[src/sv/anchor_box_generator_macros.svh]
// Assertion macros shared by the anchor box generator RTL.
`ifndef ANCHOR_BOX_GENERATOR_MACROS_SVH
`define ANCHOR_BOX_GENERATOR_MACROS_SVH

// Same-cycle implication, checked out of reset.
`define ABG_ASSERT_IMPLY(label, ante, cons, msg) \
    label: assert property (@(posedge clk) disable iff (!rst_n) (ante) |-> (cons)) \
        else $error(msg);

// Next-cycle implication, checked out of reset.
`define ABG_ASSERT_NEXT(label, ante, cons, msg) \
    label: assert property (@(posedge clk) disable iff (!rst_n) (ante) |=> (cons)) \
        else $error(msg);

`endif

[src/sv/abg_pkg.sv]
// Package: widths, register codes, shared types and helpers of the anchor box generator.
`default_nettype none

package abg_pkg;

    localparam int GRID_INDEX_BITS = 10;
    localparam int COORD_FRAC_BITS = 16;

    localparam int CELL_W      = GRID_INDEX_BITS;
    localparam int FIX_W       = 29;
    localparam int IMG_W       = 13;
    localparam int RECIP_W     = 63;
    localparam int RECIP_Y_W   = 32;
    localparam int RECIP_X_W   = RECIP_W - RECIP_Y_W;
    localparam int COORD_W     = 32;
    localparam int LANES       = 4;
    localparam int CFG_IDX_W   = 3;
    localparam int CFG_DATA_W  = RECIP_W;

    localparam int PROD_W      = FIX_W + GRID_INDEX_BITS;
    localparam int CENTRE_W    = PROD_W + 1;
    localparam int CORNER_W    = CENTRE_W + 2;
    localparam int SCALE_W     = COORD_W + RECIP_Y_W + 1;
    localparam int ROUND_SHIFT = 31;

    localparam int MODE_CENTRE_BIT = 0;
    localparam int MODE_CLIP_BIT   = 1;
    localparam int MODE_NORM_BIT   = 2;

    localparam logic [FIX_W-1:0] STEP_RESET = FIX_W'(1) << COORD_FRAC_BITS;
    localparam logic [IMG_W-1:0] IMG_RESET  = IMG_W'(1);
    localparam logic signed [SCALE_W-1:0] ROUND_HALF = SCALE_W'(1) << (ROUND_SHIFT - 1);

    typedef enum logic [CFG_IDX_W-1:0] {
        CFG_ORIGIN_X     = 3'd0,
        CFG_ORIGIN_Y     = 3'd1,
        CFG_STEP_X       = 3'd2,
        CFG_STEP_Y       = 3'd3,
        CFG_IMAGE_WIDTH  = 3'd4,
        CFG_IMAGE_HEIGHT = 3'd5,
        CFG_RECIP_SIZES  = 3'd6,
        CFG_BOX_MODE     = 3'd7
    } cfg_index_t;

    typedef struct packed {
        logic [FIX_W-1:0]     origin_x;
        logic [FIX_W-1:0]     origin_y;
        logic [FIX_W-1:0]     step_x;
        logic [FIX_W-1:0]     step_y;
        logic [IMG_W-1:0]     image_width;
        logic [IMG_W-1:0]     image_height;
        logic [RECIP_X_W-1:0] recip_x;
        logic [RECIP_Y_W-1:0] recip_y;
        logic                 centre_form;
        logic                 clip_on;
        logic                 norm_on;
    } cfg_t;

    // Cell centre and anchor size leaving the grid stages.
    typedef struct packed {
        logic [CENTRE_W-1:0] cx;
        logic [CENTRE_W-1:0] cy;
        logic [FIX_W-1:0]    bw;
        logic [FIX_W-1:0]    bh;
    } centre_t;

    // Four output coordinates (a, b, c, d) and the empty flag.
    typedef struct packed {
        logic [LANES-1:0][COORD_W-1:0] lane;
        logic                          empty;
    } coords_t;

    function automatic logic signed [COORD_W-1:0] sat_coord(
        input logic signed [SCALE_W-1:0] v
    );
        logic signed [SCALE_W-1:0] hi;
        logic signed [SCALE_W-1:0] lo;
        logic signed [COORD_W-1:0] r;
        hi = SCALE_W'({(COORD_W-1){1'b1}});
        lo = ~hi;
        if (v > hi) begin
            r = signed'(hi[COORD_W-1:0]);
        end else if (v < lo) begin
            r = signed'(lo[COORD_W-1:0]);
        end else begin
            r = signed'(v[COORD_W-1:0]);
        end
        return r;
    endfunction

endpackage

`default_nettype wire

[src/sv/abg_cfg_if.sv]
// Interface: configuration register write channel.
`default_nettype none

interface abg_cfg_if;
    logic                              valid;
    logic                              ready;
    logic [abg_pkg::CFG_IDX_W-1:0]     index;
    logic [abg_pkg::CFG_DATA_W-1:0]    data;

    modport source (output valid, output index, output data, input ready);
    modport sink   (input valid, input index, input data, output ready);
endinterface

`default_nettype wire

[src/sv/abg_cfg.sv]
// Configuration register bank.
`default_nettype none

module abg_cfg (
    input  logic          clk,
    input  logic          rst_n,
    abg_cfg_if.sink       cfg,
    output abg_pkg::cfg_t cfg_regs
);

    abg_pkg::cfg_t cfg_reg;
    abg_pkg::cfg_t cfg_next;

    assign cfg.ready = 1'b1;
    assign cfg_regs  = cfg_reg;

    always_comb
    begin
        cfg_next = cfg_reg;
        if (cfg.valid)
        begin
            case (abg_pkg::cfg_index_t'(cfg.index))
                abg_pkg::CFG_ORIGIN_X:     cfg_next.origin_x = cfg.data[abg_pkg::FIX_W-1:0];
                abg_pkg::CFG_ORIGIN_Y:     cfg_next.origin_y = cfg.data[abg_pkg::FIX_W-1:0];
                abg_pkg::CFG_STEP_X:       cfg_next.step_x   = cfg.data[abg_pkg::FIX_W-1:0];
                abg_pkg::CFG_STEP_Y:       cfg_next.step_y   = cfg.data[abg_pkg::FIX_W-1:0];
                abg_pkg::CFG_IMAGE_WIDTH:
                    cfg_next.image_width  = cfg.data[abg_pkg::IMG_W-1:0];
                abg_pkg::CFG_IMAGE_HEIGHT:
                    cfg_next.image_height = cfg.data[abg_pkg::IMG_W-1:0];
                abg_pkg::CFG_RECIP_SIZES:
                begin
                    cfg_next.recip_x = cfg.data[abg_pkg::RECIP_W-1:abg_pkg::RECIP_Y_W];
                    cfg_next.recip_y = cfg.data[abg_pkg::RECIP_Y_W-1:0];
                end
                abg_pkg::CFG_BOX_MODE:
                begin
                    cfg_next.centre_form = cfg.data[abg_pkg::MODE_CENTRE_BIT];
                    cfg_next.clip_on     = cfg.data[abg_pkg::MODE_CLIP_BIT];
                    cfg_next.norm_on     = cfg.data[abg_pkg::MODE_NORM_BIT];
                end
                default: cfg_next = cfg_reg;
            endcase
        end
    end

    always_ff @(posedge clk or negedge rst_n)
    begin
        if (!rst_n)
        begin
            cfg_reg.origin_x     <= '0;
            cfg_reg.origin_y     <= '0;
            cfg_reg.step_x       <= abg_pkg::STEP_RESET;
            cfg_reg.step_y       <= abg_pkg::STEP_RESET;
            cfg_reg.image_width  <= abg_pkg::IMG_RESET;
            cfg_reg.image_height <= abg_pkg::IMG_RESET;
            cfg_reg.recip_x      <= '0;
            cfg_reg.recip_y      <= '0;
            cfg_reg.centre_form  <= 1'b0;
            cfg_reg.clip_on      <= 1'b0;
            cfg_reg.norm_on      <= 1'b0;
        end
        else
        begin
            cfg_reg <= cfg_next;
        end
    end

endmodule

`default_nettype wire

[src/flat_wrapper.sv]
// flat-port wrapper written by rule: the top's interface ports become plain ports
module abg_cfg_flat 
  (clk, rst_n, cfg_regs, cfg_valid, cfg_index, cfg_data, cfg_ready);
  abg_cfg_if cfg_i ();
  input  logic clk;
  input  logic rst_n;
  output abg_pkg::cfg_t cfg_regs;
  input wire logic [$bits(cfg_i.valid)-1:0] cfg_valid;
  input wire logic [$bits(cfg_i.index)-1:0] cfg_index;
  input wire logic [$bits(cfg_i.data)-1:0] cfg_data;
  output wire logic [$bits(cfg_i.ready)-1:0] cfg_ready;
  assign cfg_i.valid = cfg_valid;
  assign cfg_i.index = cfg_index;
  assign cfg_i.data = cfg_data;
  assign cfg_ready = cfg_i.ready;
  abg_cfg u_core (.clk(clk), .rst_n(rst_n), .cfg(cfg_i), .cfg_regs(cfg_regs));
endmodule
[config.mk]
export PLATFORM = sky130hd
export DESIGN_NAME = abg_cfg_flat
export DESIGN_NICKNAME = d
export VERILOG_FILES = /design/src/sv/anchor_box_generator_macros.svh /design/src/sv/abg_pkg.sv /design/src/sv/abg_cfg_if.sv /design/src/sv/abg_cfg.sv /design/src/flat_wrapper.sv
export SDC_FILE = /design/constraint.sdc
export NUM_CORES = 1
export LEC_CHECK = 0
export ABC_AREA = 1
export BUFFER_PORTS_ARGS = -buffer_cell sky130_fd_sc_hd__buf_2
export CAP_MARGIN = 20
export CORE_MARGIN = 3
export CORE_UTILIZATION = 40
export DETAILED_ROUTE_END_ITERATION = 16
export MAX_ROUTING_LAYER = met4
export PLACE_DENSITY = 0.66
export SLEW_MARGIN = 10
export SYNTH_ARGS = -nofsm -noshare
export SYNTH_HDL_FRONTEND = slang
export SYNTH_SLANG_ARGS = --single-unit
[constraint.sdc]
create_clock -name clk -period 1.7 [get_ports clk]
set_clock_uncertainty 0.1 [all_clocks]
set_input_delay 0.085 -clock clk [delete_from_list [all_inputs] [get_ports clk]]
set_output_delay 0.085 -clock clk [all_outputs]
set_load 0.005 [all_outputs]
==> results.ini <==
[logic_synthesis]
ys_ff_latch = 208
synth_nets = 983
synth_mux_area_share_pct = 0
synth_edf_count = 0
synthAdderAreaFrac_pct = 0
yosys_warnings = 0
ys_types = 14
syn-instance-count = 914
netlist_area_sq_um = 8060
synth-main-ff-cell = dfrtp_1
synth_compound_area_share_pct = 0
synthSimpleGateAreaFrac_pct = 31.8
synth_top_family_by_area = simple AND/OR/NAND/NOR gates
async_reset_ff_share_pct = 100
syn_avg_cell_area_sq_um = 8.82
seq_area_frac_synth_pct = 64.6
synth_xor_area_share_pct = 0

[worst_setup_path]
slowest_stage = dlygate4sd3_1
start_kind = input port
criticalPathCategory = input port to register
r2r-start = u_core.cfg_regs[66]$_DFFE_PN1P_
cp.required_ns = 1.98
crit_arrival_ns = 1.82
end_kind = register
slowest_delay_ns = 0.52
cp_common_cell = nand2_1
cp_max_fo = 13
startpoint = cfg_index[2]
crit_path_cell_trace = dlygate4sd3_1 > buf_2 > nand2_1 > inv_2 > buf_4 > nand2_1 > nand2_1 > nand2_1

[timing]
maxSlewViolCount = 0
hold_viol = 0
rsz0062_at_grt = no
fin_ws_ns = 0.160
min_period_over_period_pct = 90.6
setup_viol = 0
clock.fmax_mhz = 649
fin_setup_tns_ns = 0
period_needed_ns = 1.54

[clock_network]
clock_latency_ns = 0.49
clk_pin_slew_ns = 0.06
h-tree-depth = 1
post_cts_buffers = 0
cts_resized = 0
cts_root_buffer = clkbuf_16
cts_tree = done
clock_sinks = 208
clk_path_buf_depth = 3
numCtsBuffers = 22
hold_buffers = 68

[floorplan]
coreArea_sq_um = 19700
die_x_um = 148
rows = 51
die_area_sq_um = 21900
die_y_um = 148
start_util_pct = 41.0
io-pin-count = 278

[flow_run]
maxCapViolations = 0

[detailed_routing]
drtIter0Drc = 364
wl_um = 25900
wl_per_cell_um = 16.8
dr_total_vias = 7334
met3_length_um = 1880
antenna_left = 0
dr.pass1.iters = 4
route.detailed.drc = 0
highest_layer = met4
met2_length_um = 12200
routedLengthMet1_um = 11400
via_per_inst = 4.76

[place]
hpwl_um = 17100
place_area_sq_um = 9840
pre_cts_ws_ns = 0.202
io_buffers = 276
place_congestion = 0.811

[global_route]
grt_pass1_wl_um = 41000
grt_max_degree = 52
grt_pass1_vias = 7380
grt_overflow = 0
antenna_found_initial = 0
gr-usage-all-layers_pct = 24.0

[finish]
postLayoutCellArea_sq_um = 11300
final_common_cell = nand2_1
antenna_cells = 0
fillers = 1781
syn_to_final_growth_pct = 40.1
largest_reg_flops = 208
fin_nets = 1329
multi_input_area_sq_um = 2590
drive_above_1_share_pct = 28.1
register_area_sq_um = 5210
final_cell_mix = nand2_1, buf_2, dfrtp_1, nand3_1, dlygate4sd3_1

[power_and_ir_drop]
powerDensity_nw_per_um2 = 1240
p_leak_nw = 6.48
peakVddDrop_mv = 0.706
p_total_mw = 14.1

[hold_path]
hp-class = input port to async pin

[status]
status = finished clean

==> Yosys cell counts (2+ instances only) <==
cell type / instances / area [sq um]
dfrtp_1: 204 / 5100
inv_2: 3 / 11.3
nor2_2: 4 / 25.0
nand2_1: 537 / 2020
buf_2: 28 / 140
clkbuf_1: 18 / 67.6
inv_1: 3 / 11.3
dfstp_2: 4 / 105
nand3_1: 100 / 500
buf_4: 6 / 45.0
nor2_1: 3 / 11.3
clkbuf_2: 2 / 10.0
==> per-stage QoR <==
| step | hold slack, ns | std cells | util [%] |
|---|---|---|---|
| floorplan | -0.311 | 914 | - |
| global placement | -0.0129 | 1433 | 50.1 |
| detailed placement | -0.0178 | 1433 | 50.1 |
| CTS | 0.0378 | 1540 | 57.5 |
| global route | 0.0510 | 1540 | 57.5 |
| finish | 0.0248 | 1540 | 57.5 |
==> critical path, delay by kind of cell <==
family	cells	cell delay (ns)
simple gates	4	0.68
buf+inv	4	1.05
==> where the power goes <==
part	leakage (nW)	internal (mW)	switching [mW]
clock network	0.385	3.13	1.90
logic	3.48	1.21	1.41
registers	2.61	5.89	0.513
total	6.48	10.2	3.82
==> logic make-up after synthesis <==
logic type / count (synthesis)
simple gates: 645
flops: 208
other cells: 1
buf+inv: 60
==> final cells by class <==
type	instances	area share, %
inverter	6	0.199
multi-input combinational	646	22.9
tap	265	2.94
clock inverter	8	1.02
sequential	208	46.1
timing repair buffer	376	21.0
clock buffer	31	5.80
==> layer usage <==
layer | global-route usage [%] | vias to the layer above
li1 | - | 3510
met2 | 38.7 | 264
met4 | 4.94 | 0
met5 | - | -
met3 | 4.66 | 33
met1 | 32.1 | 3527
==> final timing paths <==
kind                                                          to  slack [ns]  depth (start not counted)
worst max-delay path             u_core.cfg_regs[77]$_DFFE_PN0P_        0.16                          8
max in group asynchronous         u_core.cfg_regs[4]$_DFFE_PN0P_        0.76                          3
worst max register to register   u_core.cfg_regs[66]$_DFFE_PN1P_        0.87                          2
min in group clk                 u_core.cfg_regs[56]$_DFFE_PN0P_        0.23                          4
worst min register to register  u_core.cfg_regs[137]$_DFFE_PN1P_        0.36                          2
worst min-delay path             u_core.cfg_regs[38]$_DFFE_PN0P_        0.02                          2
(Power assumes the default switching activity.)
