**src/sv/anchor_box_generator_macros.svh**
```systemverilog
// Assertion macros shared by the anchor box generator RTL.
`ifndef ANCHOR_BOX_GENERATOR_MACROS_SVH
`define ANCHOR_BOX_GENERATOR_MACROS_SVH

// Same-cycle implication, checked out of reset.
`define ABG_ASSERT_IMPLY(label, ante, cons, msg) \
    label: assert property (@(posedge clk) disable iff (!rst_n) (ante) |-> (cons)) \
        else $error(msg);

// Next-cycle implication, checked out of reset.
`define ABG_ASSERT_NEXT(label, ante, cons, msg) \
    label: assert property (@(posedge clk) disable iff (!rst_n) (ante) |=> (cons)) \
        else $error(msg);

`endif

```
**src/sv/abg_pkg.sv**
```systemverilog
// Package: widths, register codes, shared types and helpers of the anchor box generator.
`default_nettype none

package abg_pkg;

    localparam int GRID_INDEX_BITS = 10;
    localparam int COORD_FRAC_BITS = 16;

    localparam int CELL_W      = GRID_INDEX_BITS;
    localparam int FIX_W       = 29;
    localparam int IMG_W       = 13;
    localparam int RECIP_W     = 63;
    localparam int RECIP_Y_W   = 32;
    localparam int RECIP_X_W   = RECIP_W - RECIP_Y_W;
    localparam int COORD_W     = 32;
    localparam int LANES       = 4;
    localparam int CFG_IDX_W   = 3;
    localparam int CFG_DATA_W  = RECIP_W;

    localparam int PROD_W      = FIX_W + GRID_INDEX_BITS;
    localparam int CENTRE_W    = PROD_W + 1;
    localparam int CORNER_W    = CENTRE_W + 2;
    localparam int SCALE_W     = COORD_W + RECIP_Y_W + 1;
    localparam int ROUND_SHIFT = 31;

    localparam int MODE_CENTRE_BIT = 0;
    localparam int MODE_CLIP_BIT   = 1;
    localparam int MODE_NORM_BIT   = 2;

    localparam logic [FIX_W-1:0] STEP_RESET = FIX_W'(1) << COORD_FRAC_BITS;
    localparam logic [IMG_W-1:0] IMG_RESET  = IMG_W'(1);
    localparam logic signed [SCALE_W-1:0] ROUND_HALF = SCALE_W'(1) << (ROUND_SHIFT - 1);

    typedef enum logic [CFG_IDX_W-1:0] {
        CFG_ORIGIN_X     = 3'd0,
        CFG_ORIGIN_Y     = 3'd1,
        CFG_STEP_X       = 3'd2,
        CFG_STEP_Y       = 3'd3,
        CFG_IMAGE_WIDTH  = 3'd4,
        CFG_IMAGE_HEIGHT = 3'd5,
        CFG_RECIP_SIZES  = 3'd6,
        CFG_BOX_MODE     = 3'd7
    } cfg_index_t;

    typedef struct packed {
        logic [FIX_W-1:0]     origin_x;
        logic [FIX_W-1:0]     origin_y;
        logic [FIX_W-1:0]     step_x;
        logic [FIX_W-1:0]     step_y;
        logic [IMG_W-1:0]     image_width;
        logic [IMG_W-1:0]     image_height;
        logic [RECIP_X_W-1:0] recip_x;
        logic [RECIP_Y_W-1:0] recip_y;
        logic                 centre_form;
        logic                 clip_on;
        logic                 norm_on;
    } cfg_t;

    // Cell centre and anchor size leaving the grid stages.
    typedef struct packed {
        logic [CENTRE_W-1:0] cx;
        logic [CENTRE_W-1:0] cy;
        logic [FIX_W-1:0]    bw;
        logic [FIX_W-1:0]    bh;
    } centre_t;

    // Four output coordinates (a, b, c, d) and the empty flag.
    typedef struct packed {
        logic [LANES-1:0][COORD_W-1:0] lane;
        logic                          empty;
    } coords_t;

    function automatic logic signed [COORD_W-1:0] sat_coord(
        input logic signed [SCALE_W-1:0] v
    );
        logic signed [SCALE_W-1:0] hi;
        logic signed [SCALE_W-1:0] lo;
        logic signed [COORD_W-1:0] r;
        hi = SCALE_W'({(COORD_W-1){1'b1}});
        lo = ~hi;
        if (v > hi) begin
            r = signed'(hi[COORD_W-1:0]);
        end else if (v < lo) begin
            r = signed'(lo[COORD_W-1:0]);
        end else begin
            r = signed'(v[COORD_W-1:0]);
        end
        return r;
    endfunction

endpackage

`default_nettype wire

```
**src/sv/abg_req_if.sv**
```systemverilog
// Interface: anchor request channel.
`default_nettype none

interface abg_req_if;
    logic                            valid;
    logic                            ready;
    logic [abg_pkg::CELL_W-1:0]      cell_row;
    logic [abg_pkg::CELL_W-1:0]      cell_col;
    logic [abg_pkg::FIX_W-1:0]       box_width;
    logic [abg_pkg::FIX_W-1:0]       box_height;

    modport source (output valid, output cell_row, output cell_col,
                    output box_width, output box_height, input ready);
    modport sink   (input valid, input cell_row, input cell_col,
                    input box_width, input box_height, output ready);
endinterface

`default_nettype wire

```
**src/sv/abg_grid.sv**
```systemverilog
// Grid stages: index times step, then origin added to give the cell centre.
`default_nettype none

`include "anchor_box_generator_macros.svh"

module abg_grid (
    input  logic             clk,
    input  logic             rst_n,
    input  abg_pkg::cfg_t    cfg_regs,
    abg_req_if.sink          req,
    output logic             out_valid,
    input  logic             out_ready,
    output abg_pkg::centre_t out_data
);

    logic                        p_valid_reg;
    logic                        p_ready;
    logic [abg_pkg::PROD_W-1:0]  p_col_prod_reg;
    logic [abg_pkg::PROD_W-1:0]  p_row_prod_reg;
    logic [abg_pkg::PROD_W-1:0]  p_col_prod_next;
    logic [abg_pkg::PROD_W-1:0]  p_row_prod_next;
    logic [abg_pkg::FIX_W-1:0]   p_bw_reg;
    logic [abg_pkg::FIX_W-1:0]   p_bh_reg;

    logic                        q_valid_reg;
    logic                        q_ready;
    abg_pkg::centre_t            q_data_reg;
    abg_pkg::centre_t            q_data_next;

    assign q_ready   = !q_valid_reg || out_ready;
    assign p_ready   = !p_valid_reg || q_ready;
    assign req.ready = p_ready;
    assign out_valid = q_valid_reg;
    assign out_data  = q_data_reg;

    always_comb
    begin
        p_col_prod_next = abg_pkg::PROD_W'(req.cell_col) * abg_pkg::PROD_W'(cfg_regs.step_x);
        p_row_prod_next = abg_pkg::PROD_W'(req.cell_row) * abg_pkg::PROD_W'(cfg_regs.step_y);
    end

    always_comb
    begin
        q_data_next.cx = abg_pkg::CENTRE_W'(cfg_regs.origin_x)
                       + abg_pkg::CENTRE_W'(p_col_prod_reg);
        q_data_next.cy = abg_pkg::CENTRE_W'(cfg_regs.origin_y)
                       + abg_pkg::CENTRE_W'(p_row_prod_reg);
        q_data_next.bw = p_bw_reg;
        q_data_next.bh = p_bh_reg;
    end

    always_ff @(posedge clk or negedge rst_n)
    begin
        if (!rst_n)
        begin
            p_valid_reg <= 1'b0;
            q_valid_reg <= 1'b0;
        end
        else
        begin
            if (p_ready)
            begin
                p_valid_reg <= req.valid;
            end
            if (q_ready)
            begin
                q_valid_reg <= p_valid_reg;
            end
        end
    end

    always_ff @(posedge clk)
    begin
        if (p_ready && req.valid)
        begin
            p_col_prod_reg <= p_col_prod_next;
            p_row_prod_reg <= p_row_prod_next;
            p_bw_reg       <= req.box_width;
            p_bh_reg       <= req.box_height;
        end
        if (q_ready && p_valid_reg)
        begin
            q_data_reg <= q_data_next;
        end
    end

    `ABG_ASSERT_NEXT(a_grid_stall_hold, q_valid_reg && !out_ready, q_valid_reg && $stable(q_data_reg), "grid centre changed under stall")

endmodule

`default_nettype wire

```
**src/flat_wrapper.sv**
```systemverilog
// flat-port wrapper written by rule: the top's interface ports become plain ports
module abg_grid_flat 
  (clk, rst_n, cfg_regs, out_valid, out_ready, out_data, req_valid, req_cell_row, req_cell_col, req_box_width, req_box_height, req_ready);
  abg_req_if req_i ();
  input  logic clk;
  input  logic rst_n;
  input  abg_pkg::cfg_t cfg_regs;
  output logic out_valid;
  input  logic out_ready;
  output abg_pkg::centre_t out_data;
  input wire logic [$bits(req_i.valid)-1:0] req_valid;
  input wire logic [$bits(req_i.cell_row)-1:0] req_cell_row;
  input wire logic [$bits(req_i.cell_col)-1:0] req_cell_col;
  input wire logic [$bits(req_i.box_width)-1:0] req_box_width;
  input wire logic [$bits(req_i.box_height)-1:0] req_box_height;
  output wire logic [$bits(req_i.ready)-1:0] req_ready;
  assign req_i.valid = req_valid;
  assign req_i.cell_row = req_cell_row;
  assign req_i.cell_col = req_cell_col;
  assign req_i.box_width = req_box_width;
  assign req_i.box_height = req_box_height;
  assign req_ready = req_i.ready;
  abg_grid u_core (.clk(clk), .rst_n(rst_n), .cfg_regs(cfg_regs), .req(req_i), .out_valid(out_valid), .out_ready(out_ready), .out_data(out_data));
endmodule
```
**config.mk**
```make
export PLATFORM = sky130hd
export DESIGN_NAME = abg_grid_flat
export DESIGN_NICKNAME = d
export VERILOG_FILES = /design/src/sv/abg_pkg.sv /design/src/sv/abg_req_if.sv /design/src/sv/abg_grid.sv /design/src/flat_wrapper.sv
export VERILOG_INCLUDE_DIRS = /design/src /design/src/sv
export SDC_FILE = /design/constraint.sdc
export NUM_CORES = 2
export LEC_CHECK = 0
export BUFFER_PORTS_ARGS = -buffer_cell sky130_fd_sc_hd__buf_4
export CORE_AREA = 5 5 228 230
export CTS_BUF_LIST = sky130_fd_sc_hd__clkbuf_8
export DETAILED_ROUTE_END_ITERATION = 8
export DIE_AREA = 0 0 233 235
export PLACE_DENSITY = 0.85
export SETUP_SLACK_MARGIN = 0.4
export SYNTH_ARGS = -nofsm -noshare
export SYNTH_HDL_FRONTEND = slang
export SYNTH_SLANG_ARGS = --single-unit
```
**constraint.sdc**
```tcl
create_clock -name clk -period 8.8 [get_ports clk]
set_clock_uncertainty 0.1 [all_clocks]
set_input_delay 0.44 -clock clk [delete_from_list [all_inputs] [get_ports clk]]
set_output_delay 0.44 -clock clk [all_outputs]
set_load 0.005 [all_outputs]
```
==> flow_metrics.env <==
export IMPL_cts_buffer_depth=3
export IMPL_place_area_mm2=0.0323
export IMPL_rr_worst_depth=12
export IMPL_synth_compound_area_share_pct=8.40
export IMPL_dp_hpwl_um=56700
export IMPL_multi_input_area_mm2=0.0191
export IMPL_pwr_share_seq_pct=20.3
export IMPL_comb_power_share_pct=71.8
export IMPL_vias_per_cell=5.66
export IMPL_finalWorstSetupSlack_ns=3.10
export IMPL_finalHoldViolCount=0
export IMPL_p_int_mw=6.57
export IMPL_register_area_mm2=0.00828
export IMPL_finalNonFillerCells=3831
export IMPL_io_buffers=337
export IMPL_cp_slowest_cell="fa_1"
export IMPL_hold_depth=2
export IMPL_place_gp_congestion=0.942
export IMPL_ys_flop_type="edfxtp_1"
export IMPL_die_area_mm2=0.0548
export IMPL_rsz0062_at_grt="no"
export IMPL_wl_um=74900
export IMPL_power_leakage_nw=16.0
export IMPL_finalCritPeriodShare_pct=64.8
export IMPL_wl_per_cell_um=19.5
export IMPL_fin_crit_ns=5.70
export IMPL_cpPeakStageDelay_ns=0.55
export IMPL_synthCells=2794
export IMPL_die_h_um=235
export IMPL_synthAdderAreaFrac_pct=38.1
export IMPL_dr_total_vias=21700
export IMPL_slew_viol_final=0
export IMPL_postCtsSetupRepairBufs=0
export IMPL_synth_seq_cells=276
export IMPL_cts_sinks=276
export IMPL_finalSetupViolCount=0
export IMPL_firstDrtPassIters=5
export IMPL_coreArea_mm2=0.0497
export IMPL_hold_ws_ns=0.102
export IMPL_track_usage_pct=27.2
export IMPL_required_ns=8.99
export IMPL_drive_above_1_share_pct=13.1
export IMPL_numCtsBuffers=41
export IMPL_irDropWorstVdd_mv=0.249
export IMPL_stdcell_area_mm2=0.0337
export IMPL_cp_depth=22
export IMPL_cts_root_buf="clkbuf_8"
export IMPL_nets=4044
export IMPL_die_w_um=233
export IMPL_synthXorXnorAreaFrac_pct=4.11
export IMPL_antenna_found_initial=15
export IMPL_rows=82
export IMPL_switchingPower_mw=5.60
export IMPL_switching_share_pct=46.0
export IMPL_first_global_vias=23300
export IMPL_synth_edf_count=274
export IMPL_area_growth_pct=14.7
export IMPL_ys_types=70
export IMPL_critPathArrivalTime_ns=5.90
export IMPL_synth_mux_area_share_pct=0.106
export IMPL_grt_overflow=0
export IMPL_path_max_fanout=29
export IMPL_path_buf_inv=6
export IMPL_path_delay_family="adder cells"
export IMPL_htree_levels=2
export IMPL_cts_tree="done"
export IMPL_p_clk_share_pct=7.9
export IMPL_io_pins=430
export IMPL_async_flop_share_pct=0.725
export IMPL_final_antenna_net_count=0
export IMPL_synth_area_mm2=0.0294
export IMPL_start_util_pct=59.2
export IMPL_worstSetupPathType="primary input to flip-flop"
export IMPL_path_cells="buf_4, nand2_1, fa_1, inv_1, fa_1, inv_1, fa_1, inv_1, fa_1, inv_1, fa_1, inv_1, ha_1, o21a_2, o21ai_2, o31ai_4, a31oi_1, or4_1, a211o_1, nand3_1, a31oi_1, xnor2_1"
export IMPL_grt_max_degree=81
export IMPL_synth_top_family_by_area="adder cells"
export IMPL_p_per_area_mw_per_mm2=361
export IMPL_synth_nets=3720
export IMPL_drc=0
export IMPL_ys_warn_count=0
export IMPL_drtIter0Drc=1420
export IMPL_relSlewSlack_pct=34.9
export IMPL_tightest_slew_ns=0.976
export IMPL_yosysSeqAreaShare_pct=28.2
export IMPL_status="finished clean"
export IMPL_clk_pin_slew_ns=0.07
export IMPL_place_ws_ns=2.54
export IMPL_cap_viol_max_count=0
export IMPL_finalSetupTns_ns=0
export IMPL_grt_pass1_wl_um=121000
export IMPL_fill_cells=3584
export IMPL_clock_latency_ns=0.56
export IMPL_place_inst=3687
export IMPL_synth_simple_gate_area_share_pct=14.4
export IMPL_largest_reg_flops=138
export IMPL_endpoint_kind="flip-flop"
export IMPL_startpoint_type="primary input"
export IMPL_max_freq_mhz=175
export IMPL_avgSynthCellArea_um2=10.5
export IMPL_hp_class="primary input to flip-flop"
repair_timing:
item	CTS	global route
gates resized for setup	0	0
endpoints found under the setup margin	0	0
endpoints found under the hold margin	61	0
hold buffers	60	0
metrics by stage:
step,util (%),total power [mW]
6_report,67.9,12.2
2_1_floorplan,-,8.95
3_5_place_dp,65.1,11.0
3_3_place_gp,65.1,10.7
4_1_cts,67.8,12.1
5_1_grt,67.9,13.4
layer usage:
metal  vias up  part of all wire (%)  GRT usage, %  routed length, µm
met5         -                 0.052             0                 39
met4         6                   3.9          9.63               2910
met3       207                   9.5          6.25               7090
met2      1168                    50          46.4              37300
met1     10600                    37          34.3              27500
li1       9657                     -             -                  -
final cells by class:
type / instances / area share [%]
Timing Repair Buffer: 399 / 9.33
Multi-Input combinational cell: 1987 / 56.7
Inverter: 413 / 4.60
Clock inverter: 30 / 0.490
Antenna cell: 12 / 0.0891
Tap cell: 672 / 2.49
Clock buffer: 42 / 1.71
Sequential cell: 276 / 24.6
path summary, 6_finish.rpt:
kind	start	to	slack (ns)
min	cfg_regs[179]	u_core.out_data[98]	0.10
max in group asynchronous	rst_n	u_core.p_valid_reg	8.40
max	req_cell_col[1]	u_core.p_col_prod_reg[38]	3.10
max reg2reg	u_core.p_col_prod_reg[0]	u_core.out_data[132]	5.26
min reg2reg	u_core.p_bw_reg[22]	u_core.out_data[51]	0.31
min in group asynchronous	rst_n	u_core.out_valid	0.11
cell families (layout without fill, tap and decap cells):
group / Yosys count / count (layout)
AOI/OAI and AO/OA: 370 / 370
xor gates and xnor gates: 138 / 138
adders and majority gates: 636 / 636
buffers and inverters: 531 / 884
DFF: 276 / 276
muxes: 3 / 3
other: 0 / 12
and+or+nand+nor: 840 / 840
layout by cell type (no fill, tap or decap), types with 22 or more instances in the layout:
cell type / Yosys / final
fa_1: 430 / 430
inv_1: 413 / 420
nand2_1: 343 / 343
buf_4: 0 / 339
and2_1: 319 / 317
edfxtp_1: 274 / 274
ha_1: 206 / 206
a21oi_1: 112 / 112
xnor2_1: 87 / 87
a21o_1: 67 / 67
dlygate4sd3_1: 0 / 60
nor2_1: 57 / 57
xor2_1: 51 / 51
o21ai_0: 47 / 47
clkbuf_8: 0 / 42
nand3_1: 26 / 26
o21bai_1: 22 / 22
nand2b_1: 22 / 22
synth_stat cells (51+ instances only):
cell / n / share of area [%]
a21o_1: 67 / 1.7
a21oi_1: 112 / 1.9
and2_1: 319 / 6.8
clkbuf_1: 113 / 1.4
edfxtp_1: 274 / 28
fa_1: 430 / 29
ha_1: 206 / 8.8
inv_1: 413 / 5.3
nand2_1: 343 / 4.4
nor2_1: 57 / 0.73
xnor2_1: 87 / 2.6
xor2_1: 51 / 1.5
power groups by stage:
| stage | sequential, mW | clock (mW) | combinational [mW] |
|---|---|---|---|
| 2_1_floorplan | 2.48 | 0 | 6.48 |
| 3_3_place_gp | 2.48 | 0 | 8.18 |
| 3_5_place_dp | 2.49 | 0 | 8.53 |
| 4_1_cts | 2.47 | 0.972 | 8.62 |
| 5_1_grt | 2.51 | 1.05 | 9.80 |
| 6_report | 2.47 | 0.960 | 8.75 |
No activity file was read; power rests on OpenSTA's default activity.
