===== config.mk =====
export PLATFORM = sky130hd
export DESIGN_NAME = abg_box
export DESIGN_NICKNAME = d
export VERILOG_FILES = /design/src/sv/abg_pkg.sv /design/src/sv/abg_box.sv
export VERILOG_INCLUDE_DIRS = /design/src /design/src/sv
export SDC_FILE = /design/constraint.sdc
export NUM_CORES = 2
export LEC_CHECK = 0
export CAP_MARGIN = 20
export CORE_MARGIN = 1
export CORE_UTILIZATION = 50
export DETAILED_ROUTE_END_ITERATION = 10
export DONT_BUFFER_PORTS = 1
export GPL_TIMING_DRIVEN = 0
export HOLD_SLACK_MARGIN = 0.05
export PLACE_DENSITY = 0.73
export SETUP_SLACK_MARGIN = 0.3
export SYNTH_ARGS = -nofsm -noshare
export SYNTH_HDL_FRONTEND = slang
export SYNTH_SLANG_ARGS = --single-unit

===== constraint.sdc =====
create_clock -name clk -period 20.3 [get_ports clk]
set_input_delay 3.045 -clock clk [delete_from_list [all_inputs] [get_ports clk]]
set_output_delay 3.045 -clock clk [all_outputs]
set_load 0.01 [all_outputs]

===== src/sv/anchor_box_generator_macros.svh =====
// Assertion macros shared by the anchor box generator RTL.
`ifndef ANCHOR_BOX_GENERATOR_MACROS_SVH
`define ANCHOR_BOX_GENERATOR_MACROS_SVH

// Same-cycle implication, checked out of reset.
`define ABG_ASSERT_IMPLY(label, ante, cons, msg) \
    label: assert property (@(posedge clk) disable iff (!rst_n) (ante) |-> (cons)) \
        else $error(msg);

// Next-cycle implication, checked out of reset.
`define ABG_ASSERT_NEXT(label, ante, cons, msg) \
    label: assert property (@(posedge clk) disable iff (!rst_n) (ante) |=> (cons)) \
        else $error(msg);

`endif


===== src/sv/abg_pkg.sv =====
// Package: widths, register codes, shared types and helpers of the anchor box generator.
`default_nettype none

package abg_pkg;

    localparam int GRID_INDEX_BITS = 10;
    localparam int COORD_FRAC_BITS = 16;

    localparam int CELL_W      = GRID_INDEX_BITS;
    localparam int FIX_W       = 29;
    localparam int IMG_W       = 13;
    localparam int RECIP_W     = 63;
    localparam int RECIP_Y_W   = 32;
    localparam int RECIP_X_W   = RECIP_W - RECIP_Y_W;
    localparam int COORD_W     = 32;
    localparam int LANES       = 4;
    localparam int CFG_IDX_W   = 3;
    localparam int CFG_DATA_W  = RECIP_W;

    localparam int PROD_W      = FIX_W + GRID_INDEX_BITS;
    localparam int CENTRE_W    = PROD_W + 1;
    localparam int CORNER_W    = CENTRE_W + 2;
    localparam int SCALE_W     = COORD_W + RECIP_Y_W + 1;
    localparam int ROUND_SHIFT = 31;

    localparam int MODE_CENTRE_BIT = 0;
    localparam int MODE_CLIP_BIT   = 1;
    localparam int MODE_NORM_BIT   = 2;

    localparam logic [FIX_W-1:0] STEP_RESET = FIX_W'(1) << COORD_FRAC_BITS;
    localparam logic [IMG_W-1:0] IMG_RESET  = IMG_W'(1);
    localparam logic signed [SCALE_W-1:0] ROUND_HALF = SCALE_W'(1) << (ROUND_SHIFT - 1);

    typedef enum logic [CFG_IDX_W-1:0] {
        CFG_ORIGIN_X     = 3'd0,
        CFG_ORIGIN_Y     = 3'd1,
        CFG_STEP_X       = 3'd2,
        CFG_STEP_Y       = 3'd3,
        CFG_IMAGE_WIDTH  = 3'd4,
        CFG_IMAGE_HEIGHT = 3'd5,
        CFG_RECIP_SIZES  = 3'd6,
        CFG_BOX_MODE     = 3'd7
    } cfg_index_t;

    typedef struct packed {
        logic [FIX_W-1:0]     origin_x;
        logic [FIX_W-1:0]     origin_y;
        logic [FIX_W-1:0]     step_x;
        logic [FIX_W-1:0]     step_y;
        logic [IMG_W-1:0]     image_width;
        logic [IMG_W-1:0]     image_height;
        logic [RECIP_X_W-1:0] recip_x;
        logic [RECIP_Y_W-1:0] recip_y;
        logic                 centre_form;
        logic                 clip_on;
        logic                 norm_on;
    } cfg_t;

    // Cell centre and anchor size leaving the grid stages.
    typedef struct packed {
        logic [CENTRE_W-1:0] cx;
        logic [CENTRE_W-1:0] cy;
        logic [FIX_W-1:0]    bw;
        logic [FIX_W-1:0]    bh;
    } centre_t;

    // Four output coordinates (a, b, c, d) and the empty flag.
    typedef struct packed {
        logic [LANES-1:0][COORD_W-1:0] lane;
        logic                          empty;
    } coords_t;

    function automatic logic signed [COORD_W-1:0] sat_coord(
        input logic signed [SCALE_W-1:0] v
    );
        logic signed [SCALE_W-1:0] hi;
        logic signed [SCALE_W-1:0] lo;
        logic signed [COORD_W-1:0] r;
        hi = SCALE_W'({(COORD_W-1){1'b1}});
        lo = ~hi;
        if (v > hi) begin
            r = signed'(hi[COORD_W-1:0]);
        end else if (v < lo) begin
            r = signed'(lo[COORD_W-1:0]);
        end else begin
            r = signed'(v[COORD_W-1:0]);
        end
        return r;
    endfunction

endpackage

`default_nettype wire


===== src/sv/abg_box.sv =====
// Box stages: corners, clipping to the image when enabled, then output format and saturation.
`default_nettype none

`include "anchor_box_generator_macros.svh"

module abg_box (
    input  logic             clk,
    input  logic             rst_n,
    input  abg_pkg::cfg_t    cfg_regs,
    input  logic             in_valid,
    output logic             in_ready,
    input  abg_pkg::centre_t in_data,
    output logic             out_valid,
    input  logic             out_ready,
    output abg_pkg::coords_t out_data
);

    typedef logic signed [abg_pkg::CORNER_W-1:0] corner_t;
    typedef logic signed [abg_pkg::CORNER_W:0]   corner_sum_t;

    function automatic corner_t clamp_to(input corner_t v, input corner_t lim);
        corner_t r;
        if (v[abg_pkg::CORNER_W-1])
        begin
            r = '0;
        end
        else if (v > lim)
        begin
            r = lim;
        end
        else
        begin
            r = v;
        end
        return r;
    endfunction

    // stage A: corners
    logic             a_valid_reg;
    logic             a_ready;
    corner_t          a_x0_reg, a_x1_reg, a_y0_reg, a_y1_reg;
    corner_t          a_x0_next, a_x1_next, a_y0_next, a_y1_next;
    abg_pkg::centre_t a_ctr_reg;

    // stage B: corners, clipped when clipping is on
    logic             b_valid_reg;
    logic             b_ready;
    corner_t          b_x0_reg, b_x1_reg, b_y0_reg, b_y1_reg;
    corner_t          b_x0_next, b_x1_next, b_y0_next, b_y1_next;
    logic             b_clip_reg;
    logic             b_empty_reg;
    logic             b_empty_next;
    abg_pkg::centre_t b_ctr_reg;

    // stage C: formatted result
    logic             c_valid_reg;
    logic             c_ready;
    abg_pkg::coords_t c_data_reg;
    abg_pkg::coords_t c_data_next;

    corner_t     cx_s, cy_s, half_x, half_y;
    corner_t     lim_x, lim_y;
    corner_t     cl_x0, cl_x1, cl_y0, cl_y1;
    logic        empty_x, empty_y;
    corner_sum_t sum_x, sum_y;
    corner_sum_t mid_x, mid_y;
    logic signed [abg_pkg::SCALE_W-1:0] sel [abg_pkg::LANES];

    assign c_ready   = !c_valid_reg || out_ready;
    assign b_ready   = !b_valid_reg || c_ready;
    assign a_ready   = !a_valid_reg || b_ready;
    assign in_ready  = a_ready;
    assign out_valid = c_valid_reg;
    assign out_data  = c_data_reg;

    always_comb
    begin
        cx_s   = signed'(abg_pkg::CORNER_W'(in_data.cx));
        cy_s   = signed'(abg_pkg::CORNER_W'(in_data.cy));
        half_x = signed'(abg_pkg::CORNER_W'(in_data.bw[abg_pkg::FIX_W-1:1]));
        half_y = signed'(abg_pkg::CORNER_W'(in_data.bh[abg_pkg::FIX_W-1:1]));
        a_x0_next = cx_s - half_x;
        a_x1_next = cx_s + half_x;
        a_y0_next = cy_s - half_y;
        a_y1_next = cy_s + half_y;
    end

    always_comb
    begin
        lim_x = signed'(abg_pkg::CORNER_W'({cfg_regs.image_width,
                                            {abg_pkg::COORD_FRAC_BITS{1'b0}}}));
        lim_y = signed'(abg_pkg::CORNER_W'({cfg_regs.image_height,
                                            {abg_pkg::COORD_FRAC_BITS{1'b0}}}));
        cl_x0 = clamp_to(a_x0_reg, lim_x);
        cl_x1 = clamp_to(a_x1_reg, lim_x);
        cl_y0 = clamp_to(a_y0_reg, lim_y);
        cl_y1 = clamp_to(a_y1_reg, lim_y);
        empty_x = (cl_x1 <= cl_x0);
        empty_y = (cl_y1 <= cl_y0);
        if (cfg_regs.clip_on)
        begin
            b_x0_next    = cl_x0;
            b_x1_next    = empty_x ? cl_x0 : cl_x1;
            b_y0_next    = cl_y0;
            b_y1_next    = empty_y ? cl_y0 : cl_y1;
            b_empty_next = empty_x || empty_y;
        end
        else
        begin
            b_x0_next    = a_x0_reg;
            b_x1_next    = a_x1_reg;
            b_y0_next    = a_y0_reg;
            b_y1_next    = a_y1_reg;
            b_empty_next = 1'b0;
        end
    end

    always_comb
    begin
        // clipped corners are non-negative, so a plain shift is the floor
        sum_x = corner_sum_t'(b_x0_reg) + corner_sum_t'(b_x1_reg);
        sum_y = corner_sum_t'(b_y0_reg) + corner_sum_t'(b_y1_reg);
        mid_x = sum_x >>> 1;
        mid_y = sum_y >>> 1;
        if (cfg_regs.centre_form && b_clip_reg)
        begin
            sel[0] = abg_pkg::SCALE_W'(mid_x);
            sel[1] = abg_pkg::SCALE_W'(mid_y);
            sel[2] = abg_pkg::SCALE_W'(b_x1_reg - b_x0_reg);
            sel[3] = abg_pkg::SCALE_W'(b_y1_reg - b_y0_reg);
        end
        else if (cfg_regs.centre_form)
        begin
            sel[0] = signed'(abg_pkg::SCALE_W'(b_ctr_reg.cx));
            sel[1] = signed'(abg_pkg::SCALE_W'(b_ctr_reg.cy));
            sel[2] = signed'(abg_pkg::SCALE_W'(b_ctr_reg.bw));
            sel[3] = signed'(abg_pkg::SCALE_W'(b_ctr_reg.bh));
        end
        else
        begin
            sel[0] = abg_pkg::SCALE_W'(b_x0_reg);
            sel[1] = abg_pkg::SCALE_W'(b_x1_reg);
            sel[2] = abg_pkg::SCALE_W'(b_y0_reg);
            sel[3] = abg_pkg::SCALE_W'(b_y1_reg);
        end
        for (int k = 0; k < abg_pkg::LANES; k++)
        begin
            c_data_next.lane[k] = abg_pkg::sat_coord(sel[k]);
        end
        c_data_next.empty = b_empty_reg;
    end

    always_ff @(posedge clk or negedge rst_n)
    begin
        if (!rst_n)
        begin
            a_valid_reg <= 1'b0;
            b_valid_reg <= 1'b0;
            c_valid_reg <= 1'b0;
        end
        else
        begin
            if (a_ready)
            begin
                a_valid_reg <= in_valid;
            end
            if (b_ready)
            begin
                b_valid_reg <= a_valid_reg;
            end
            if (c_ready)
            begin
                c_valid_reg <= b_valid_reg;
            end
        end
    end

    always_ff @(posedge clk)
    begin
        if (a_ready && in_valid)
        begin
            a_x0_reg  <= a_x0_next;
            a_x1_reg  <= a_x1_next;
            a_y0_reg  <= a_y0_next;
            a_y1_reg  <= a_y1_next;
            a_ctr_reg <= in_data;
        end
        if (b_ready && a_valid_reg)
        begin
            b_x0_reg    <= b_x0_next;
            b_x1_reg    <= b_x1_next;
            b_y0_reg    <= b_y0_next;
            b_y1_reg    <= b_y1_next;
            b_clip_reg  <= cfg_regs.clip_on;
            b_empty_reg <= b_empty_next;
            b_ctr_reg   <= a_ctr_reg;
        end
        if (c_ready && b_valid_reg)
        begin
            c_data_reg <= c_data_next;
        end
    end

    `ABG_ASSERT_IMPLY(a_clip_ordered, b_valid_reg && b_clip_reg, (b_x1_reg >= b_x0_reg) && (b_y1_reg >= b_y0_reg), "clipped box has max below min")
    `ABG_ASSERT_IMPLY(a_empty_needs_clip, b_valid_reg && b_empty_reg, b_clip_reg, "empty flag raised without clipping")

endmodule

`default_nettype wire


==> impl_metrics.env <==
export IMPL_timing_fmax_mhz=100
export IMPL_grt_overflow=0
export IMPL_violations="DRC"
export IMPL_internal_power_w=0.00317
export IMPL_route_detailed_drc=18
export IMPL_final_nets=5882
export IMPL_antenna_found_initial=12
export IMPL_htree_levels=3
export IMPL_post_route_min_period_ns=9.98
export IMPL_grt_pass1_wl_um=255000
export IMPL_swShare=0.348
export IMPL_slew_headroom=0.147
export IMPL_p_comb_frac=0.281
export IMPL_clock_latency_ns=0.68
export IMPL_ys_ff_latch=738
export IMPL_clk_pin_slew_worst_paths_ns=0.07
export IMPL_rows=114
export IMPL_end_kind="flop"
export IMPL_first_pass_iters=11
export IMPL_cts_buffer_depth=3
export IMPL_synth_cells=4960
export IMPL_start_kind="input port"
export IMPL_hold_viol_final=0
export IMPL_post_cts_setup_buffers=0
export IMPL_mostFrequentLayoutCell="edfxtp_1"
export IMPL_drive_gt1_frac=0.0572
export IMPL_seqPwrFrac=0.418
export IMPL_path_class="input port to flop"
export IMPL_synth_edf_count=735
export IMPL_tritoncts="done"
export IMPL_area_growth_pct=9.76
export IMPL_final_cell_mix="edfxtp_1 (735), a21oi_1 (463), nor2_1 (442), ha_1 (410), inv_1 (350)"
export IMPL_synthFlopType="edfxtp_1"
export IMPL_skew_ns=0.0223
export IMPL_tns_ns=0
export IMPL_wire_per_inst_um=27.8
export IMPL_crit_required_ns=20.84
export IMPL_hold_path_class="flop to flop"
export IMPL_status="finished with violations"
export IMPL_syn_avg_cell_area_um2=9.90
export IMPL_power_w=0.00486
export IMPL_worstMarginPinSlew_ns=1.28
export IMPL_root_buffer="clkbuf_16"
export IMPL_ys_warn_count=0
export IMPL_numCtsBuffers=79
export IMPL_yosys_cell_types_count=97
export IMPL_routed_wl_um=180000
export IMPL_maxSlewViolCount=0
export IMPL_die_area_um2=99400
export IMPL_core_um2=97000
export IMPL_start_util=0.506
export IMPL_power_density_nw_per_um2=90.2
export IMPL_grt_max_degree=75
export IMPL_grt_pass1_vias=38500
export IMPL_period_share=0.492
export IMPL_gp_congestion=0.998
export IMPL_switchingPower_w=0.00169
export IMPL_holdWs_ns=0.409
export IMPL_dr_first_iter_drc_count=4855
export IMPL_ys_async_sr_fraction=0.00407
export IMPL_cellLeakagePower_nw=20.5
export IMPL_die_w_um=315
export IMPL_die_h_um=315
export IMPL_ys_seq_area_frac=0.451
export IMPL_cts_resized=0
export IMPL_vias=40700
export IMPL_clkPwrFrac=0.301
export IMPL_ir_worst_vdd_mv=0.0752
export IMPL_setup_viol=0
export IMPL_vias_per_cell=6.31
export IMPL_maxCapViolCount=0
export IMPL_fin_util=0.555
export IMPL_port_buffers=0
export IMPL_ant_nets=0
export IMPL_ff2ff_setup_slack_ns=12.24
export IMPL_netlist_area_um2=49100
export IMPL_crit_fanout=10
export IMPL_cts_sinks=738
export IMPL_dpl_hpwl_um=143000
export IMPL_cts_hold_buf=0
export IMPL_rsz0062_at_grt="false"
export IMPL_track_usage=0.353
export IMPL_cp_arrival_ns=10.52
export IMPL_io_pins=481
worst paths after layout:
check,from,end,cells after the start
setup / recovery,cfg_regs[90],b_x1_reg[6],22
hold / removal,a_ctr_reg[86],b_ctr_reg[86],0
setup reg to reg,a_x0_reg[27],b_x1_reg[6],21
hold reg to reg,a_ctr_reg[86],b_ctr_reg[86],0
max in group asynchronous,rst_n,a_valid_reg,0
min in group asynchronous,rst_n,b_valid_reg,0
area by class of cell:
cell class | count | area (um^2)
buffer | 251 | 1030
antenna | 4 | 10.0
inverter | 354 | 1330
multi-input combinational | 3663 | 24800
sequential | 738 | 22100
clock inverter | 54 | 533
clock buffer | 87 | 2030
timing repair buffer | 27 | 442
tap | 1276 | 1600
fill | 8662 | 43100
power by group through the flow:
stage          clock [W]  combinational (W)  sequential [W]
2_1_floorplan          0           0.000928         0.00201
3_5_place_dp           0            0.00131         0.00206
3_3_place_gp           0            0.00128         0.00211
4_1_cts          0.00148            0.00132         0.00203
5_1_grt          0.00153            0.00147         0.00204
6_report         0.00146            0.00137         0.00203
per-layer routing:
| metal | GRT usage | vias to the layer above | wire length [um] |
|---|---|---|---|
| li1 | - | 18500 | - |
| met5 | 0 | - | 198 |
| met1 | 0.470 | 19700 | 72600 |
| met3 | 0.101 | 385 | 19800 |
| met2 | 0.525 | 2178 | 77500 |
| met4 | 0.174 | 11 | 9580 |
critical path: stages:
cell       delay [ns]
inv_1            0.05
ha_1             0.31
a21oi_1          0.16
o22ai_1          0.10
a2111oi_0        0.63
buf_2            0.27
inv_1            0.05
o31ai_1          0.65
and4_1           0.35
clkbuf_1         0.58
nand2_1          0.11
a21oi_1          0.25
inv_1            0.08
ha_1             0.30
nand4_1          0.11
nor4_1           0.54
nand2_1          0.32
nor4_1           0.79
a21oi_1          0.33
nor3_1           0.80
clkbuf_1         0.44
a22o_1           0.21
cells in the mapped netlist (59+ instances only):
cell,instances,area [um^2]
a21o_1,78,586
nor2_1,442,1660
a21oi_1,463,2320
inv_1,350,1310
o21ai_0,320,1600
nand4_1,69,432
nor2b_1,120,751
and2_1,81,507
clkbuf_1,176,661
edfxtp_1,735,22100
a211oi_1,59,443
nand3_1,70,350
nor3_1,111,556
xnor2_1,203,1780
ha_1,410,5130
mux2i_1,66,661
nand2_1,281,1050
xor2_1,60,526
cell families (layout without fill, tap and decap cells):
logic type	count (synthesis)	in the layout	synth area share
multiplexers	86	86	0.0180
buffers and inverters	605	773	0.0481
flip-flops	738	738	0.451
other	2	52	0.000153
AND/OR/NAND/NOR	1425	1425	0.143
adder cells (fa/ha/maj)	418	418	0.108
AO/OA/AOI/OAI	1423	1423	0.185
XOR/XNOR	263	263	0.0469
metrics by stage:
step	worst slack (ns)	std cells	area (um^2)
6_report	10.32	6454	53900
2_1_floorplan	9.51	5006	49300
5_1_grt	9.94	6450	53900
4_1_cts	10.74	6443	53800
3_5_place_dp	10.05	6302	51200
3_3_place_gp	6.23	6282	50900
Note: power is estimated with default switching activity, not from simulation.
